File: src/design/cpb_pkg.sv
`default_nettype none
package cpb_pkg;

  localparam int ACT_DEPTH    = 4096;
  localparam int WEIGHT_DEPTH = 4096;
  localparam int ACT_AW       = $clog2(ACT_DEPTH);
  localparam int WGT_AW       = $clog2(WEIGHT_DEPTH);
  localparam int ACC_W        = 48;
  localparam int AIDX_W       = 24;
  localparam int WIDX_W       = 20;

  localparam logic [1:0] FUNC_WR_WEIGHT = 2'd0;
  localparam logic [1:0] FUNC_WR_ACT    = 2'd1;
  localparam logic [1:0] FUNC_COMPUTE   = 2'd2;

  localparam logic [3:0] REG_IN_CH  = 4'd0;
  localparam logic [3:0] REG_IN_H   = 4'd1;
  localparam logic [3:0] REG_IN_W   = 4'd2;
  localparam logic [3:0] REG_OUT_CH = 4'd3;
  localparam logic [3:0] REG_OUT_H  = 4'd4;
  localparam logic [3:0] REG_OUT_W  = 4'd5;
  localparam logic [3:0] REG_KSIDE  = 4'd6;
  localparam logic [3:0] REG_PAD    = 4'd7;

  typedef struct packed {
    logic [1:0]         func;
    logic [11:0]        address;
    logic signed [15:0] value;
    logic [5:0]         out_channel;
    logic [5:0]         out_row;
    logic [5:0]         out_col;
  } item_t;

  typedef struct packed {
    logic signed [15:0] conv_value;
    logic               saturated;
    logic               bad_coordinate;
  } result_t;

  typedef struct packed {
    logic [6:0] input_channels;
    logic [6:0] input_height;
    logic [6:0] input_width;
    logic [2:0] kernel_side;
    logic [1:0] pad_border;
  } cfg_t;

  typedef enum logic [1:0] {
    CMD_WR_WEIGHT = 2'd0,
    CMD_WR_ACT    = 2'd1,
    CMD_CALC      = 2'd2,
    CMD_BAD       = 2'd3
  } cmd_kind_t;

  typedef struct packed {
    cmd_kind_t          kind;
    logic [11:0]        address;
    logic signed [15:0] value;
    logic [5:0]         out_channel;
    logic [5:0]         out_row;
    logic [5:0]         out_col;
  } cmd_t;

endpackage
`default_nettype wire

File: src/design/cpb_front.sv
`default_nettype none
module cpb_front (
  input  wire           clk,
  input  wire           rst,
  input  wire           push,
  output logic          full,
  input  cpb_pkg::item_t item,
  input  wire           cfg_valid,
  output logic          cfg_ready,
  input  wire [3:0]     cfg_index,
  input  wire [6:0]     cfg_data,
  output cpb_pkg::cfg_t cfg,
  output logic          q_valid,
  output cpb_pkg::cmd_t q_cmd,
  input  wire           q_take
);
  import cpb_pkg::*;

  logic [6:0] out_channels, out_height, out_width;
  cmd_t       slot [2];
  logic       rd_ptr, wr_ptr;
  logic [1:0] count;
  cmd_t       cmd_in;
  logic       enq, deq;

  assign cfg_ready = 1'b1;
  assign full      = (count == 2'd2);

  always_comb begin
    cmd_in.address     = item.address;
    cmd_in.value       = item.value;
    cmd_in.out_channel = item.out_channel;
    cmd_in.out_row     = item.out_row;
    cmd_in.out_col     = item.out_col;
    case (item.func)
      FUNC_WR_WEIGHT: cmd_in.kind = CMD_WR_WEIGHT;
      FUNC_WR_ACT:    cmd_in.kind = CMD_WR_ACT;
      default: begin
        if ({1'b0, item.out_channel} >= out_channels ||
            {1'b0, item.out_row} >= out_height ||
            {1'b0, item.out_col} >= out_width) begin
          cmd_in.kind = CMD_BAD;
        end else begin
          cmd_in.kind = CMD_CALC;
        end
      end
    endcase
  end

  assign enq     = push && !full && (item.func != 2'd3);
  assign deq     = q_take && q_valid;
  assign q_valid = (count != 2'd0);
  assign q_cmd   = slot[rd_ptr];

  always_ff @(posedge clk) begin
    if (rst) begin
      cfg.input_channels <= 7'd1;
      cfg.input_height   <= 7'd8;
      cfg.input_width    <= 7'd8;
      out_channels       <= 7'd1;
      out_height         <= 7'd8;
      out_width          <= 7'd8;
      cfg.kernel_side    <= 3'd3;
      cfg.pad_border     <= 2'd1;
    end else if (cfg_valid) begin
      case (cfg_index)
        REG_IN_CH:  cfg.input_channels <= cfg_data;
        REG_IN_H:   cfg.input_height   <= cfg_data;
        REG_IN_W:   cfg.input_width    <= cfg_data;
        REG_OUT_CH: out_channels       <= cfg_data;
        REG_OUT_H:  out_height         <= cfg_data;
        REG_OUT_W:  out_width          <= cfg_data;
        REG_KSIDE:  cfg.kernel_side    <= cfg_data[2:0];
        REG_PAD:    cfg.pad_border     <= cfg_data[1:0];
        default: ;
      endcase
    end
  end

  always_ff @(posedge clk) begin
    if (enq) slot[wr_ptr] <= cmd_in;
  end

  always_ff @(posedge clk) begin
    if (rst) begin
      rd_ptr <= 1'b0;
      wr_ptr <= 1'b0;
      count  <= 2'd0;
    end else begin
      if (enq) wr_ptr <= ~wr_ptr;
      if (deq) rd_ptr <= ~rd_ptr;
      case ({enq, deq})
        2'b10:   count <= count + 2'd1;
        2'b01:   count <= count - 2'd1;
        default: count <= count;
      endcase
    end
  end
endmodule
`default_nettype wire

File: config.mk
export PLATFORM = sky130hd
export DESIGN_NAME = cpb_front
export DESIGN_NICKNAME = d
export VERILOG_FILES = /design/src/design/cpb_pkg.sv /design/src/design/cpb_front.sv
export SDC_FILE = /design/constraint.sdc
export NUM_CORES = 1
export LEC_CHECK = 0
export BUFFER_PORTS_ARGS = -buffer_cell sky130_fd_sc_hd__buf_2
export CORE_ASPECT_RATIO = 1.5
export CORE_UTILIZATION = 45
export CTS_CLUSTER_SIZE = 8
export DETAILED_ROUTE_END_ITERATION = 10
export GPL_ROUTABILITY_DRIVEN = 1
export PLACE_DENSITY = 0.71
export SYNTH_ARGS = -nofsm -noshare
export SYNTH_HDL_FRONTEND = slang
export SYNTH_SLANG_ARGS = --single-unit
File: constraint.sdc
create_clock -name clk -period 3.6 [get_ports clk]
set_input_delay 0.72 -clock clk [delete_from_list [all_inputs] [get_ports clk]]
set_output_delay 0.72 -clock clk [all_outputs]
set_load 0.02 [all_outputs]
# --- Yosys cells after proc, flatten, opt, wreduce, memory -nomap -nowiden ---
# Memory sizes are Yosys's and may differ from the RTL's. A register that Yosys moved wholly into a read port is not among the register bits.
# Cells that the tools add are included.
totals:
  reg_bits: 51
  mem_count: 1
  in_bits: 64
  output_inout_bits: 77
  ram_bits: 96
  word_cells: 56
op_classes:
  muxes: 7
  n_eq_ne: 12
  add_sub_neg: 2
  reduce_logical: 18
  order_cmp: 3
  n_bitwise: 2
mem_list:
  columns: ["name", "words", "width", "read_ports", "rd_ports_with_merged_regs", "wr", "line_no", "rtl"]
  rows:
  - ["slot", 2, 48, 1, 1, 1, "cpb_front.sv:20", "cmd_t slot [2];"]
op_table:
  columns: ["operator", "n"]
  rows:
  - ["6-bit by 7-bit greater-or-equal comparator with 1-bit output", 3]
  - ["4-bit by 3-bit equality test with 1-bit output, second input constant", 4]
  - ["2-bit AND reduction", 8]
  - ["4-bit by 2-bit equality test with 1-bit output, second input constant", 2]
  - ["2-bit case mux with 2 select lines", 2]
  - ["1-bit 2-to-1 mux", 5]
  - ["2-bit by 1-bit equality test with 1-bit output, second input constant", 2]
  - ["2-bit equality test, second input constant", 2]
  - ["4-bit by 1-bit equality test with 1-bit output, second input constant", 1]
  - ["4-bit zero test", 1]
  - ["2-bit nonzero test", 2]
  - ["1-bit logical AND", 3]
  - ["2-bit by 1-bit adder with 2-bit output, second input constant", 1]
  - ["2-bit zero test", 1]
  - ["1-bit logical OR", 2]
  - ["2-bit != test, second input constant", 1]
  - ["1-bit NOT", 2]
  - ["2-bit by 1-bit subtractor with 2-bit output, second input constant", 1]
  - ["1-bit zero test", 1]

# --- Logic depth before layout (Yosys ltp) ---
# Gate-level depths: netlist of run 1.
depth:
  word_depth: 6
  depth_mapped: 6

# --- Worst setup path before layout of run 1 ---
# OpenSTA, ideal clock, no wires.
synth_path:
  path_type: "input -> register"
  start: "input item[47] (netlist name)"
  end: "memory slot[0][0] (netlist name) (enable)"
  cell_stages: 3
  required_time_ns: 3.146
  slack_ns: 0.188
  t_arrival_ns: 2.958
  path_cell_list: "nand2_1 nand3b_1 nor2_1"
synth_between:
  elab_chain_len: 4
synth_rtl:
  columns: ["element", "line_no", "rtl"]
  rows:
  - ["from (decl)", "cpb_front.sv:7", "input cpb_pkg::item_t item,"]
  - ["2-bit != test", "cpb_front.sv:50", "assign enq = push && !full && (item.func != 2'd3);"]
  - ["1-bit logical AND", "cpb_front.sv:50", null]
  - ["1-bit 2-to-1 mux", "cpb_front.sv:81", "if (enq) slot[wr_ptr] <= cmd_in;"]
  - ["1-bit 2-to-1 mux (implied by the code)", "cpb_front.sv:81", null]
  - ["to (decl)", "cpb_front.sv:20", null]
# No other way between the ends.

==> summary.md, run 1 <==
| Metric | Value |
|---|---|
| Final HPWL DP | around 8200 µm |
| Root buffer cell | clkbuf_16 |
| Cell Pwr Density | about 670 mW/mm² |
| Post-CTS Setup Inserts | 0 |
| Count of final hold-check violations | 0 |
| Initial antenna violation count | 1 |
| Yosys warns | 0 |
| Drt drc | 0 |
| Max H-tree Level | 4 |
| Critical path endpoint category | primary output |
| Starting density of the core | a little under half |
| Peak VDD IR | 338 µV |
| Routed via count | 3694 |
| First-pass GRT wire length | between 15000 and 20000 µm |
| TritonRoute pass-1 iters | 6 |
| Commonest non-fill, non-tap cell in the layout | buf_2 |
| Area growth from synthesis to layout | 25.4% |
| Leak Pwr | between 3 and 4 nW |
| Core Rows | 50 |
| Largest stage delay on the critical path | about 0.51 ns |
| Final Cell Area | roughly 0.0074 mm² |
| Largest net degree at the start of global routing | 44 |
| Fraction of layout cells with a size suffix above 1 | ~41% |
| Die area | roughly 0.014 mm² |
| Hold_buf cts | 0 |
| Post-CTS Resized | 0 |
| Filler cells | about 1100 |
| Final min period | 2.71 ns |
| EDFF count, synth | 96 |
| Port Buffers | between 100 and 150 |
| Required time of the critical path | between 2 and 3 ns |
| Sink Count | 148 |
| Max FO, Critical Path | 36 |
| Synth top area share | 48.8% |
| Setup_tns | 0 ns |
| CP max-delay cell | dfxtp_2 |
| Ys async rst share | 0% |
| Seq/Total Area, Yosys | between 60 and 70% |
| Tcrit/Tclk final | between 70 and 80% |
| Critical path data arrival time | ~2.0 ns |
| CTS tree | built |
| Flip-flop and latch count after synthesis | 148 |
| CP Class | register to primary output |
| Detail Route Antenna Nets | 0 |
| Clk slew on worst S/H paths | approximately 0.06 ns |
| GRT Util Overall | ~18% |
| RSZ-0062 raised after global routing | no |
| Final WL | around 12000 µm |
| Worst path cell trace | buf_4 -> mux2_2 -> buf_2 |
| Status | finished, final reports clean |
| Worst-margin pin slew | 0.730 ns |
| Final Util | between 50 and 60% |
| Nets | between 600 and 700 |
| CTS Buf Count | 17 |
| Largest cells by area after synthesis | edfxtp_1 49%, dfxtp_1 18%, mux2_2 9.2% |
| Synth Cell Area | approximately 0.006 mm² |
| Final setup fails | 0 |
| Vias/cell | about 5 |
| Vias in the first global route | approximately 3700 |
| Die height | approximately 140 µm |
| F_max | around 370 MHz |
| DRT iter0 DRCs | between 90 and 100 |
| Top_reg_cell synth | edfxtp_1 |
| RePlAce Congestion | between 0.7 and 0.8 |
| I/O pins | 141 |
| Clk_skew | between 0.006 and 0.007 ns |
| Slew Limit Fails | 0 |
| Max cap viols | 0 |
| DR WL/cell | around 16 µm |
| Total core area | 0.0126 mm² |
| Synth unique cells | 38 |
| Average cell area after synthesis | roughly 14 µm² |
| Critical Path Source Type | register |
| Hold WC Path Type | register to register |
| Post-synthesis instance total | between 400 and 500 |
| Area leader, netlist | edfxtp_1 |
| Clock buffer depth | 2 |
| Die width | around 96 µm |
| Global route overflow | 0 |
| Worst skew pair latency | about 0.42 ns |
| Placed cell area | 0.00675 mm² |
| Commonest non-fill, non-tap cells in the layout | 139 x buf_2, 96 x edfxtp_1, 51 x dfxtp_1 |
| Post-synthesis net count | ~500 |
| Slew margin rel. | between 50% and 60% |
state kept, by name (all words and copies together), names as in the netlist, named ones only:
name and cells:
rd_ptr 1, count 2, out_channels 7, cfg 26, out_width 7, slot 96
wr_ptr 1, out_height 7
cell usage after synthesis (2+ instances only):
master and n:
buf_2 6, or2_2 2, a211oi_1 2, o221ai_1 2, nor2_1 40, inv_1 19, nor3b_2 2, a21o_1 2
ha_1 19, nand3b_1 3, buf_4 3, nand2_1 20, xnor2_1 3, edfxtp_1 96, or3_1 2, buf_6 3
a21oi_1 11, mux2_2 48, nand3_1 9, mux2i_1 37, o21ai_0 5, clkbuf_1 8, dfxtp_1 52, nand2b_1 3
and4b_1 2
path summary, 6_finish.rpt:
check	startpoint	end	slack (ns)	cells past startpoint
max	register	q_cmd[2]	0.89	3
min	cfg[25]	cfg[25]	0.46	2
max reg2reg	count[0]	slot[0][3]	1.48	4
min reg2reg	cfg[25]	cfg[25]	0.46	2
per-layer routing:
layer | track usage, % | vias to the layer above | share of wire, %
li1 | - | 1776 | -
met1 | 20.9 | 1778 | 40
met2 | 31.8 | 127 | 52
met3 | 5.82 | 13 | 6.4
met4 | 7.07 | 0 | 1.7
met5 | 0 | - | 0
layout make-up:
cell class / count / area (µm²) / area share, %
multi-input cells: 224 / 1800 / 24.4
inverters: 20 / 75.1 / 1.01
well taps: 156 / 195 / 2.64
flip-flops and latches: 148 / 3930 / 53.0
clock buffers: 18 / 429 / 5.79
clock inverters: 14 / 226 / 3.06
repair buffers: 146 / 748 / 10.1
diodes: 1 / 2.50 / 0.0338
metrics by stage:
stage               worst slack (ns)  total power [mW]  hold slack (ns)  instances
finish                         0.888              4.97            0.459        727
global route                   0.768              5.18            0.473        727
CTS                            0.850              5.02            0.463        726
detailed placement              1.07              3.08            0.451        694
global placement                1.12              3.06            0.440        694
floorplan                      0.188              2.76            0.445        412
cells by family after synthesis:
group | synth area share (%)
compound gates | 2.84
fa+ha+maj | 4.03
buf+inv | 3.24
xor+xnor | 0.593
simple gates | 7.35
mux | 15.4
flops | 66.5
other cells | 0.0635
worst max-delay path: cells and delay by family, from the launching register on:
| kind | cells | cell delay [ns] |
|---|---|---|
| DFF | 1 | 0.51 |
| buffers and inverters | 2 | 0.63 |
| muxes | 1 | 0.40 |
where the power goes:
group	internal, mW	leakage, nW	switching (mW)
Sequential	1.98	1.31	0.0606
Clock	1.24	0.317	0.694
Combinational	0.403	1.41	0.591
Total	3.63	3.04	1.35
Power figures use the tool's default switching activity.
==> run 2, diff against run 1 <==
==> constraint.sdc (replaced) <==
create_clock -name clk -period 2.45 [get_ports clk]
set_input_delay 0.49 -clock clk [delete_from_list [all_inputs] [get_ports clk]]
set_output_delay 0.49 -clock clk [all_outputs]
set_load 0.02 [all_outputs]
==> run 2 against run 1 <==
  * Clock power rose by 28%
  * Utilization fell by 0.31 points
  * Clock skew fell by 0.00083 ns
  * Register-to-register slack got worse by 0.84 ns
  * Sequential power rose by 48%
  * Count of clock-buffer cells in the layout rose by 5
  * Global-route usage fell by 0.21 points
  * Total power rose by 40%
  * Worst setup slack got worse by 0.70 ns
  * Sequential share of layout area rose by 0.28 points
==> summary.md, run 2 (synthesis gave the netlist of run 1 again) <==
| Metric | Value |
|---|---|
| Drt drc | 0 (unchanged) |
| Status | finished, final reports clean (unchanged) |
| Commonest non-fill, non-tap cell in the layout | buf_2 (unchanged) |
| Nets | 639 (was 640) |
| Initial antenna violation count | 3 (was 1) |
| Fraction of layout cells with a size suffix above 1 | 40.9% (was 41.1%) |
| Cell Pwr Density | 945 mW/mm² (was 671 mW/mm²) |
| Area growth from synthesis to layout | 24.8% (was 25.4%) |
| Reg-to-reg startpoint | out_width[0] (was count[0]) |
| Die area | 0.0136 mm² (unchanged) |
| Worst path cell trace | buf_12 -> mux2_2 -> buf_2 (was buf_4 -> mux2_2 -> buf_2) |
| M3 GR Usage | 6.36% (was 5.82%) |
| Peak VDD IR | 504 µV (was 338 µV) |
| GRT Util Overall | 18.2% (was 18.4%) |
| Clk_skew | 0.00616 ns (was 0.00699 ns) |
| Post-CTS Resized | 0 (unchanged) |
| Die height | 142 µm (unchanged) |
| Max FO, Critical Path | 36 (unchanged) |
| Die width | 95.5 µm (unchanged) |
| Slew Limit Fails | 0 (unchanged) |
| Top Registers | slot: 96 flops, cfg: 26 flops (unchanged) |
| Max H-tree Level | 4 (unchanged) |
| Cell depth of the worst flop-to-flop path | 5 (was 4) |
| CP max-delay cell | dfxtp_2 (unchanged) |
| WHS | 0.270 ns (was 0.459 ns) |
| Largest net degree at the start of global routing | 49 (was 44) |
| Most utilized layer in the global route result | met2 (unchanged) |
| Worst skew pair latency | 0.41 ns (was 0.42 ns) |
| Count of final hold-check violations | 0 (unchanged) |
| Tcrit/Tclk final | between 90% and 100% |
| Hold_buf cts | 0 (unchanged) |
| Total core area | 0.0126 mm² (unchanged) |
| Vias/cell | 4.98 (was 5.08) |
| Critical path data arrival time | 1.77 ns (was 1.99 ns) |
| Vias in the first global route | 3741 (was 3724) |
| Critical path endpoint category | primary output (unchanged) |
| Clock buffer depth | 2 (unchanged) |
| DRT iter0 DRCs | 92 (unchanged) |
| Max cap viols | 0 (unchanged) |
| R2r setup slk | 0.64 ns (was 1.48 ns) |
| Worst hold start | item[22] (was cfg[25]) |
| Leak Pwr | 3.02 nW (was 3.04 nW) |
| Core Rows | 50 (unchanged) |
| Final HPWL DP | 8220 µm (was 8230 µm) |
| Sink Count | 148 (unchanged) |
| Setup_tns | 0 ns (unchanged) |
| Number of flip-flops in the largest register | 96 (unchanged) |
| Post-CTS Setup Inserts | 0 (unchanged) |
| DR WL/cell | 16.2 µm (about the same) |
| DP Cell Count | 693 (was 694) |
| F_max | 442 MHz |
| Worst hold path stage count | 1 (was 2) |
| RSZ-0062 raised after global routing | no (unchanged) |
| Starting density of the core | 46.7% (unchanged) |
| Hold WC Path Type | input pin to register (was register to register) |
| Global route overflow | 0 (unchanged) |
| CTS Buf Count | 17 (unchanged) |
| Final setup fails | 0 (unchanged) |
| Non-Filler Instances | 727 (unchanged) |
| Hold Path Sink | slot[1][22] (was cfg[25]) |
| GRT met1 Usage | 19.6% (was 20.9%) |
| Final min period | ~2.3 ns |
| CTS tree | built (unchanged) |
| Final WL | 11700 µm (was 11800 µm) |
| I/O pins | 141 (unchanged) |
| Largest reg by FF count | slot (unchanged) |
| Commonest non-fill, non-tap cells in the layout | 139 x buf_2, 96 x edfxtp_1, 51 x dfxtp_1 (unchanged) |
| First-pass GRT wire length | 18200 µm (was 18600 µm) |
| Port Buffers | 139 (unchanged) |
| Routed via count | 3621 (was 3694) |
| TritonRoute pass-1 iters | 4 (was 6) |
| Crit Reg-Reg Endpoint | slot[0][46] (was slot[0][3]) |
| CP Class | register to primary output (unchanged) |
| Detail Route Antenna Nets | 0 (unchanged) |
| Largest stage delay on the critical path | 0.54 ns (was 0.51 ns) |
| Final Util | 58.3% (was 58.6%) |
| GRT met2 Usage | 32.1% (was 31.8%) |
| Clk slew on worst S/H paths | 0.06 ns (about the same) |
| Required time of the critical path | 1.96 ns (was 2.88 ns) |
| RePlAce Congestion | 0.772 (was 0.721) |
| Root buffer cell | clkbuf_16 (unchanged) |
| Critical Path Source Type | register (unchanged) |
==> run 2: cell count changes in the layout (fill, tap and decap cells not counted), moves of 2 or more <==
cell	delta
buf_12	+3
buf_4	-4
bufinv_16	-5
clkbuf_16	+3
clkinv_4	-2
inv_4	+4
==> run 2: final cells by class <==
type,instances,area (µm²)
fillers,1045,5270
inverters,20,75.1
well taps,156,195
clock buffers,23,523
flip-flops and latches,148,3930
multi-input cells,224,1800
diodes,2,5.00
clock inverters,9,61.3
repair buffers,145,778
==> run 2: worst max path at each step <==
stage	start	cells past startpoint	slack, ns	endpoint
after CTS	register	3	0.14	q_cmd[4]
after detailed placement	item[0]	7	0.26	slot[0][46]
after global placement	item[12]	7	0.30	slot[0][46]
after global routing	register	3	0.08	q_cmd[9]
after floorplan	count[0]	3	-0.03	slot[1][0]
final	register	3	0.19	q_cmd[4]
==> run 2: critical path, delay by kind of cell (launching register included) <==
kind	cells	cell delay [ns]
buffers and inverters	2	0.43
flip-flops	1	0.54
multiplexers	1	0.37
==> run 2: metal layers <==
layer / wire length, µm / up-vias
met5: 11 / -
met4: 291 / 2
met3: 711 / 23
met2: 6060 / 126
met1: 4670 / 1697
li1: - / 1773
==> run 2: report_power, final <==
| part | switching [mW] | internal [mW] | leakage (nW) | total [mW] |
|---|---|---|---|---|
| logic | 0.861 | 0.616 | 1.42 | 1.48 |
| clock network | 0.965 | 1.51 | 0.297 | 2.48 |
| registers | 0.0945 | 2.91 | 1.31 | 3.01 |
| total | 1.92 | 5.04 | 3.02 | 6.96 |
==> run 2: stage by stage <==
stage	instance area, µm²	total power, mW	setup slack [ns]
2_1_floorplan	5910	4.05	-0.0253
3_3_place_gp	6780	4.52	0.296
3_5_place_dp	6780	4.56	0.262
4_1_cts	7360	7.07	0.141
5_1_grt	7370	7.27	0.0830
6_report	7370	6.96	0.188
==> run 3, diff against run 2 <==
--- a/config.mk
+++ b/config.mk
@@ -8,10 +8,12 @@
 export BUFFER_PORTS_ARGS = -buffer_cell sky130_fd_sc_hd__buf_2
 export CORE_ASPECT_RATIO = 1.5
 export CORE_UTILIZATION = 45
-export CTS_CLUSTER_SIZE = 8
+export CTS_BUF_LIST = sky130_fd_sc_hd__clkbuf_8
+export CTS_CLUSTER_SIZE = 30
 export DETAILED_ROUTE_END_ITERATION = 10
 export GPL_ROUTABILITY_DRIVEN = 1
 export PLACE_DENSITY = 0.71
+export SKIP_CTS_REPAIR_TIMING = 1
 export SYNTH_ARGS = -nofsm -noshare
 export SYNTH_HDL_FRONTEND = slang
 export SYNTH_SLANG_ARGS = --single-unit
==> run 3 against run 2 <==
  * Hold slack worse by 0.030 ns
  * Utilization fell by 1.4 points
  * Largest power group unchanged
  * Global-route usage is 0.24 points lower
  * Critical path type unchanged
  * Highest routed layer unchanged
  * Critical path depth unchanged
==> summary.md, run 3 (synthesis gave the netlist of run 1 again) <==
| Metric | Value |
|---|---|
| Port Buffers | 139 (unchanged) |
| Largest reg by FF count | slot (unchanged) |
| Clock buffer depth | 2 (unchanged) |
| DRT iter0 DRCs | 132 (was 92) |
| Global route overflow | 0 (unchanged) |
| Initial antenna violation count | 3 (unchanged) |
| Required time of the critical path | 1.96 ns (about the same) |
| Die area | 0.0136 mm² (unchanged) |
| Root buffer cell | clkbuf_8 (was clkbuf_16) |
| Max FO, Critical Path | 36 (unchanged) |
| Clk slew on worst S/H paths | 0.08 ns (was 0.06 ns) |
| Vias in the first global route | 3717 (was 3741) |
| Final WL | 11700 µm (about the same) |
| Critical path data arrival time | 1.80 ns (was 1.77 ns) |
| Starting density of the core | 46.7% (unchanged) |
| Largest stage delay on the critical path | 0.55 ns (was 0.54 ns) |
| Pre-CTS worst setup slack | 0.262 ns (unchanged) |
| DP Cell Count | 693 (unchanged) |
| Slew Limit Fails | 0 (unchanged) |
| Fraction of layout cells with a size suffix above 1 | 40.8% (was 40.9%) |
| First-pass GRT wire length | 18100 µm (was 18200 µm) |
| Final min period | 2.29 ns (was 2.26 ns) |
| Worst hold start | item[22] (unchanged) |
| WHS | 0.240 ns (was 0.270 ns) |
| Routed via count | 3622 (was 3621) |
| Worst skew pair latency | 0.43 ns (was 0.41 ns) |
| Die height | 142 µm (unchanged) |
| Area growth from synthesis to layout | 21.8% (was 24.8%) |
| Commonest non-fill, non-tap cell in the layout | buf_2 (unchanged) |
| Largest net degree at the start of global routing | 49 (unchanged) |
| Pwr Total | 6.39 mW (was 6.96 mW) |
| Clk_skew | 0.00825 ns (was 0.00616 ns) |
| Worst path cell trace | buf_12 -> mux2_2 -> buf_2 (unchanged) |
| RePlAce Congestion | 0.772 (unchanged) |
| Max cap viols | 0 (unchanged) |
| Reg-to-reg startpoint | out_channels[0] (was out_width[0]) |
| Commonest non-fill, non-tap cells in the layout | 139 x buf_2, 96 x edfxtp_1, 51 x dfxtp_1 (unchanged) |
| Die width | 95.5 µm (unchanged) |
| Detail Route Antenna Nets | 0 (unchanged) |
| Placed cell area | 0.00678 mm² (unchanged) |
| Critical Path Source Type | register (unchanged) |
| Critical path endpoint category | primary output (unchanged) |
| Core Rows | 50 (unchanged) |
| Top Registers | slot: 96 flops, cfg: 26 flops (unchanged) |
| F_max | 437 MHz (was 442 MHz) |
| Number of flip-flops in the largest register | 96 (unchanged) |
| Final Cell Area | 0.00719 mm² (was 0.00737 mm²) |
| Cell Pwr Density | 889 mW/mm² (was 945 mW/mm²) |
| Status | finished, final reports clean (unchanged) |
| TritonRoute pass-1 iters | 4 (unchanged) |
| Sink Count | 148 (unchanged) |
| Vias/cell | 4.98 (about the same) |
| Final setup fails | 0 (unchanged) |
| GRT Util Overall | 18.0% (was 18.2%) |
| CTS Buf Count | 17 (unchanged) |
| Final setup margin | 0.160 ns (was 0.188 ns) |
| DR WL/cell | 16.1 µm (was 16.2 µm) |
| Nets | 639 (unchanged) |
| Count of final hold-check violations | 0 (unchanged) |
| CTS tree | built (unchanged) |
| Tcrit/Tclk final | 93.5% (was 92.3%) |
| CP max-delay cell | dfxtp_2 (unchanged) |
| Hold WC Path Type | input pin to register (unchanged) |
| Leak Pwr | 2.95 nW (was 3.02 nW) |
| Total core area | 0.0126 mm² (unchanged) |
| RSZ-0062 raised after global routing | no (unchanged) |
| Max H-tree Level | 4 (unchanged) |
| CP Class | register to primary output (unchanged) |
| Drt drc | 0 (unchanged) |
| Non-Filler Instances | 727 (unchanged) |
| Final HPWL DP | 8220 µm (unchanged) |
| I/O pins | 141 (unchanged) |
| Peak VDD IR | 462 µV (was 504 µV) |
==> run 3: cell count changes in the layout (fill, tap and decap cells not counted) <==
cell	previous run	this run
inv_1	19	21
clkbuf_2	1	0
clkbuf_16	20	0
clkbuf_1	1	0
bufinv_16	0	3
clkbuf_8	1	18
==> run 3: path summary, 6_finish.rpt <==
path	end	slack [ns]	cells past startpoint
max	q_cmd[4]	0.16	3
min	slot[1][22]	0.24	1
max reg2reg	slot[0][46]	0.64	5
min reg2reg	cfg[24]	0.46	2
==> run 3: metrics by stage <==
stage                     TNS (ns)  util [%]
after CTS                        0      56.9
final                            0      56.9
after global routing             0      56.9
after detailed placement         0      53.6
after floorplan              -2.42         -
after global placement           0      53.6
==> run 3: critical path: cells and delay by family, from the launching register on <==
kind,cells,cell delay (ns)
buf+inv,2,0.43
mux,1,0.37
flops,1,0.55
==> run 3: per-layer routing <==
| metal | track usage, % | up-vias | wire length (µm) |
|---|---|---|---|
| met5 | 0 | - | 15 |
| met4 | 7.86 | 2 | 239 |
| met3 | 4.59 | 17 | 655 |
| met2 | 32.1 | 118 | 6140 |
| met1 | 19.6 | 1717 | 4690 |
| li1 | - | 1768 | - |
==> run 3: cell type report <==
cell class / count / area, µm²
fillers: 1068 / 5450
flip-flops and latches: 148 / 3930
multi-input cells: 224 / 1800
repair buffers: 145 / 778
clock buffers: 18 / 248
well taps: 156 / 195
clock inverters: 14 / 159
inverters: 20 / 75.1
diodes: 2 / 5.00
==> run 3: power breakdown <==
group | internal [mW] | switching [mW] | total (mW)
Clock | 1.03 | 0.884 | 1.92
Combinational | 0.616 | 0.860 | 1.48
Sequential | 2.91 | 0.0946 | 3.00
